**src/rtl/cgm_pkg.sv**
```systemverilog
`timescale 1ns / 1ps
// ----------------------------------------------------------------------------
// cgm_pkg: shared types and codes of the collision group matrix
// Action codes, stream payload widths, register map and the update command
// that the top level broadcasts to every table cell.
// ----------------------------------------------------------------------------
package cgm_pkg;

	// action codes carried in the low bits of the input item
	localparam logic [2:0] ACT_REGISTER    = 3'd0;
	localparam logic [2:0] ACT_INDEX_OF    = 3'd1;
	localparam logic [2:0] ACT_NAME_OF     = 3'd2;
	localparam logic [2:0] ACT_SET_PAIR    = 3'd3;
	localparam logic [2:0] ACT_QUERY_PAIR  = 3'd4;
	localparam logic [2:0] ACT_MASK_OF     = 3'd5;
	localparam logic [2:0] ACT_RESET_TABLE = 3'd6;

	// packed payload widths, padded to whole bytes
	localparam int IN_BITS  = 80;
	localparam int OUT_BITS = 80;

	// register index (word address) of the default group key
	localparam logic REG_DEFAULT_KEY = 1'b0;

	// table update, already qualified by the commit of an item
	typedef struct packed {
		logic append;    // write the new key into the first free cell
		logic pair_wr;   // write the pair bit in the rows of both groups
		logic pair_val;  // value written for the pair
		logic clear;     // restore the default-only table
	} cgm_upd_t;

endpackage

```
**src/rtl/cgm_cell.sv**
```systemverilog
`timescale 1ns / 1ps
// ----------------------------------------------------------------------------
// cgm_cell: one entry of the group table
// Holds one group key and its collide-with row, compares both search keys
// and adds its readout to the chain coming from the previous cell.
// ----------------------------------------------------------------------------
module cgm_cell #(
	parameter int LAYERS = 32,
	parameter int KW     = 32,
	parameter int IDX    = 0,
	parameter int CW     = $clog2(LAYERS + 1)
) (
	input  logic                  clk,
	input  logic                  arst_n,
	input  cgm_pkg::cgm_upd_t     upd,
	input  logic [CW-1:0]         used,
	input  logic [KW-1:0]         k1,
	input  logic [KW-1:0]         k2,
	input  logic [KW-1:0]         wkey,
	input  logic [KW-1:0]         dkey,
	input  logic [7:0]            gi,
	input  logic                  sel_a,
	input  logic                  sel_b,
	input  logic [LAYERS-1:0]     oh_a,
	input  logic [LAYERS-1:0]     oh_b,
	output logic                  hit1,
	output logic                  hit2,
	input  logic [KW-1:0]         name_in,
	output logic [KW-1:0]         name_out,
	input  logic [LAYERS-1:0]     rowg_in,
	output logic [LAYERS-1:0]     rowg_out,
	input  logic [LAYERS-1:0]     rowa_in,
	output logic [LAYERS-1:0]     rowa_out,
	input  logic                  gsel_in,
	output logic                  gsel_out
);
	import cgm_pkg::*;

	logic [KW-1:0]     my_key;
	logic [LAYERS-1:0] row_q;
	logic [LAYERS-1:0] pair_mask;
	logic [LAYERS-1:0] row_pair;
	logic              live;
	logic              at_end;
	logic              gsel;

	assign live   = CW'(IDX) < used;
	assign at_end = CW'(IDX) == used;
	assign gsel   = live && (gi == 8'(IDX));
	assign hit1   = live && (k1 == my_key);
	assign hit2   = live && (k2 == my_key);

	// as first group take the partner's bit, as second the first's
	assign pair_mask = ({LAYERS{sel_a}} & oh_b) | ({LAYERS{sel_b}} & oh_a);
	assign row_pair  = upd.pair_val ? (row_q | pair_mask) : (row_q & ~pair_mask);

	generate
		if (IDX == 0) begin : g_default
			// default group: key follows the register, row survives reset as all ones
			assign my_key = dkey;
			always_ff @(posedge clk or negedge arst_n) begin
				if (!arst_n) begin
					row_q <= '1;
				end else if (upd.clear) begin
					row_q <= '1;
				end else if (upd.pair_wr) begin
					row_q <= row_pair;
				end
			end
		end else begin : g_entry
			logic [KW-1:0] key_q;
			assign my_key = key_q;
			always_ff @(posedge clk) begin
				if (upd.append && at_end) begin
					key_q <= wkey;
					row_q <= '1;
				end else if (upd.pair_wr) begin
					row_q <= row_pair;
				end
			end
		end
	endgenerate

	// readout chain: each selected cell adds its entry
	assign name_out = name_in | (gsel ? my_key : '0);
	assign rowg_out = rowg_in | (gsel ? row_q : '0);
	assign rowa_out = rowa_in | (sel_a ? row_q : '0);
	assign gsel_out = gsel_in | gsel;

endmodule

```
**config.mk**
```make
export PLATFORM = sky130hd
export DESIGN_NAME = cgm_cell
export DESIGN_NICKNAME = d
export VERILOG_FILES = /design/src/rtl/cgm_pkg.sv /design/src/rtl/cgm_cell.sv
export SDC_FILE = /design/constraint.sdc
export NUM_CORES = 1
export LEC_CHECK = 0
export BUFFER_PORTS_ARGS = -buffer_cell sky130_fd_sc_hd__buf_2
export CORE_AREA = 2 2 157 159
export DETAILED_ROUTE_END_ITERATION = 16
export DIE_AREA = 0 0 159 161
export GPL_TIMING_DRIVEN = 1
export MAX_ROUTING_LAYER = met4
export PLACE_DENSITY_LB_ADDON = 0.12
export SLEW_MARGIN = 0
export SYNTH_ARGS = -nofsm -noshare
export SYNTH_HDL_FRONTEND = slang
export SYNTH_SLANG_ARGS = --single-unit
export TNS_END_PERCENT = 50
```
**constraint.sdc**
```tcl
create_clock -name clk -period 4.1 [get_ports clk]
set_input_delay 0.41 -clock clk [delete_from_list [all_inputs] [get_ports clk]]
set_output_delay 0.41 -clock clk [all_outputs]
set_load 0.005 [all_outputs]
```
# Word-level counts from Yosys, hierarchy flattened
# Cells that the tools add are included.
[classes]
reduce_logical = 5
div_mod_pow = 0
mux = 6
multipliers = 0
n_shift = 0
addsub = 0
n_eq_ne = 2
n_bitwise = 10
magnitude_cmp = 1
[ops]
columns = ["op", "count"]
rows = [
  ["2-to-1 mux 32 bit", 6],
  ["OR 32 bit", 5],
  ["AND 32 bit", 3],
  ["equality test 32 bit", 2],
  ["inverter 32 bit", 1],
  ["logical NOT 8 bit", 1],
  ["< comparator 1 x 6 -> 1 bit (first input constant)", 1],
  ["logical AND 1 bit", 3],
  ["nonzero test 2 bit", 1],
  ["OR 1 bit", 1],
]
[totals]
inputBits = 311
ram_bits = 0
wordCells = 25
mem_count = 0
latchBits = 0
ff_bits = 32
rom_bits = 0

# Logic depth before layout (Yosys ltp)
[logic_depth]
ltp_word = 7
depth_mapped = 6
mapped_depth_nobuf = 4

# Worst setup path before layout
# OpenSTA, ideal clock, no wires.
[synth_path]
path_type = "input -> output"
startpoint = "input port used[2]"
endpoint = "output port name_out[12]"
required_time_ns = 3.690
stages = 6
slack_ns = 2.085
t_arrival_ns = 1.605
cell_sequence = "or4_4 nor3_4 nor2_1 buf_6 buf_6 a21o_1"
[synth_between]
elab_chain_cells = 4
[synth_lines]
columns = ["item", "line", "text"]
rows = [
  ["from (decl)", "cgm_cell.sv:16", "input logic [CW-1:0] used,"],
  ["< comparator 1 x 6 -> 1 bit", "cgm_cell.sv:47", "assign live = CW'(IDX) < used;"],
  ["logical AND 1 bit", "cgm_cell.sv:49", "assign gsel = live && (gi == 8'(IDX));"],
  ["2-to-1 mux 32 bit", "cgm_cell.sv:85", "assign name_out = name_in | (gsel ? my_key : '0);"],
  ["OR 32 bit", "cgm_cell.sv:85", ""],
  ["to (decl)", "cgm_cell.sv:29", "output logic [KW-1:0] name_out,"],
]
# No other way between the ends.

# Worst setup path after layout
[layout_path]
startpoint = "input port gi[0]"
endpoint = "output port name_out[14]"
[layout_between]
elab_chain_cells = 4
[layout_lines]
columns = ["item", "line", "text"]
rows = [
  ["from (decl)", "cgm_cell.sv:21", "input logic [7:0] gi,"],
  ["logical NOT 8 bit", "cgm_cell.sv:49", ""],
  ["logical AND 1 bit", "cgm_cell.sv:49", ""],
  ["2-to-1 mux 32 bit", "cgm_cell.sv:85", ""],
  ["OR 32 bit", "cgm_cell.sv:85", ""],
]
# No other way between the ends.

==> impl_metrics.py <==
metrics = {
    "setup_path": {
        "cp_slowest_cell": "nor2_4",
        "path_buf_inv": 3,
        "slowest_delay_ps": 750,
        "cp-startpoint": "gi[0]",
        "critPathKind": "input pin to primary output",
        "crit_path_max_fanout": 37,
        "r2r_start": "row_q[12]$_DFFE_PN1P_",
        "endpoint_kind": "primary output",
        "cpLargestDelayFamily": "simple AND/OR/NAND/NOR gates",
        "crit_required_ps": 3690,
        "cp.arrival_ps": 2490,
        "crit_chain": "buf_2, nor4_1, nand2_1, nor2_4, buf_4, a21o_1, buf_2",
        "cp_common_cell": "buf_2",
        "cp-start-kind": "input pin",
    },
    "timing": {
        "slew_violations": 0,
        "setup_ws_ps": 1200,
        "fmax_mhz": 345,
        "rsz0062_at_grt": "no",
        "fin_crit_ps": 2900,
        "post-route-period-util_pct": 70.8,
        "setup_viol": 0,
        "hold_ws_ps": 521,
        "fin_worst_skew_ps": 0,
        "tns_ps": 0,
        "max_slew_margin_pct": 29.9,
        "tightest_slew_ps": 1050,
        "finalHoldViolations": 0,
    },
    "grt": {
        "grt_overflow": 0,
        "grt_pass1_vias": 4347,
        "antenna_found_initial": 1,
        "grt_pass1_wl_microns": 25800,
        "grt_usage_pct": 13.3,
        "grt_max_degree": 65,
    },
    "final_layout": {
        "syn_to_final_growth_pct": 69.4,
        "multi_input_area_sq_um": 2320,
        "final_core_util_pct": 23.4,
        "drive_above_1_share_pct": 60.0,
        "nets": 1013,
        "final-seq-area_sq_um": 841,
        "regMostFlops": "row_q",
        "num-fill-cells": 2702,
        "final_area_sq_um": 5610,
        "final_common_cell": "buf_2",
        "largest_reg_flops": 32,
        "layout_common_cells": "buf_2 (376), a21o_1 (96), xor2_1 (56)",
        "top_regs": "row_q x32",
        "fin_cells": 1028,
    },
    "power": {
        "pwr_density_cell_nw_per_um2": 215,
        "ir_worst_vdd_mv": 0.138,
        "p_leak_nw": 3.05,
        "power_mw": 1.20,
    },
    "cts": {
        "cts_buffer_depth": 2,
        "clockRootBuffer": "clkbuf_16",
        "clk_latency_ps": 270,
        "htree_num_levels": 2,
        "cts_resized": 0,
        "holdBufCountCts": 0,
        "cts_inserted_buffers": 5,
        "clock_sinks": 32,
        "clk_pin_slew_ps": 60,
        "cts_tree": "done",
        "cts_post_setup_buffers_inserted": 0,
    },
    "floorplanning": {
        "fp-row-count": 57,
        "die_y_microns": 161,
        "num_io_pins": 410,
        "start_util_pct": 13.8,
        "die_w_microns": 159,
        "die-area_sq_um": 25600,
        "core_sq_um": 24000,
    },
    "place": {
        "dp_hpwl_microns": 14100,
        "place.gp.congestion": 0.749,
        "port_buffers": 376,
        "post-place-ws_ps": 1100,
        "placed_area_sq_um": 5460,
        "dp.cells": 1019,
    },
    "yosys": {
        "syn_area_sq_um": 3310,
        "syn_avg_cell_area_sq_um": 9.54,
        "postSynthCellCount": 347,
        "seq_area_frac_synth_pct": 25.4,
        "ys_warn_count": 0,
        "synth_nets": 658,
        "ys_ff_latch": 32,
        "ys_types": 19,
    },
    "drt": {
        "wl_microns": 17600,
        "dr.pass1.iters": 4,
        "routedWlPerCell_microns": 17.1,
        "ant_nets": 0,
        "drt_iter0_markers": 138,
        "viasPerCell": 4.13,
        "remaining_drc_errors": 0,
        "vias": 4249,
    },
    "min_path": {
        "hp-class": "input pin to flop",
        "min_from": "oh_a[16]",
    },
    "job": {
        "maxCapViolations": 0,
    },
    "status": {
        "status": "finished, final reports clean",
    },
}
## routing by layer
layer	wire [microns]	track usage (%)	up-vias
li1	-	-	2064
met1	6830	14.5	1932
met2	9300	25.2	242
met3	1240	2.49	11
met4	248	3.02	0
met5	0	-	-
## power by group
group | internal, mW | leakage [nW] | switching, mW
logic | 0.240 | 2.64 | 0.207
clock network | 0.224 | 0.0736 | 0.156
registers | 0.356 | 0.337 | 0.0210
total | 0.821 | 3.05 | 0.384
## synthesized netlist by cell type (all sizes together)
cell type,n,share of area [%]
nor3,1,0.49
xor2,56,15
xnor2,8,2.1
or2,1,0.19
a22o,32,8.5
a21boi,32,7.3
or4,1,0.34
nor4,18,3.4
a21o,96,22
clkbuf,15,1.7
dfstp,32,25
nand2,1,0.11
buf,15,3.1
nand4,4,0.76
a311o,32,9.7
nand3,2,0.30
nor2,1,0.11
## final timing paths
path	to	cells past startpoint	slack (ps)
worst max-delay path	name_out[14]	7	1200
worst min-delay path	row_q[16]$_DFFE_PN1P_	3	520
worst max register to register	row_q[12]$_DFFE_PN1P_	2	3130
worst min register to register	row_q[13]$_DFFE_PN1P_	2	800
max in group asynchronous	row_q[27]$_DFFE_PN1P_	1	3430
min in group asynchronous	row_q[16]$_DFFE_PN1P_	1	620
## layout make-up
type                    instances  share of cell area, %
well taps                     324                   7.23
flip-flops and latches         32                   15.0
repair buffers                378                   33.8
clock inverters                 3                  0.335
clock buffers                   5                   2.23
diodes                          1                 0.0446
multi-input cells             285                   41.3
## worst register-to-register path: stages, from the launching register on
cell,delay (ps)
dfstp_2,560
a21boi_0,190
a311o_1,150
## cells by family (layout without fill, tap and decap cells)
group / after synthesis / in the layout / share of synthesized area (%)
compound gates: 192 / 192 / 47.2
xor+xnor: 64 / 64 / 16.9
flops: 32 / 32 / 25.4
buf+inv: 30 / 386 / 4.80
simple gates: 29 / 29 / 5.71
other cells: 0 / 1 / 0
Power figures use the tool's default switching activity.
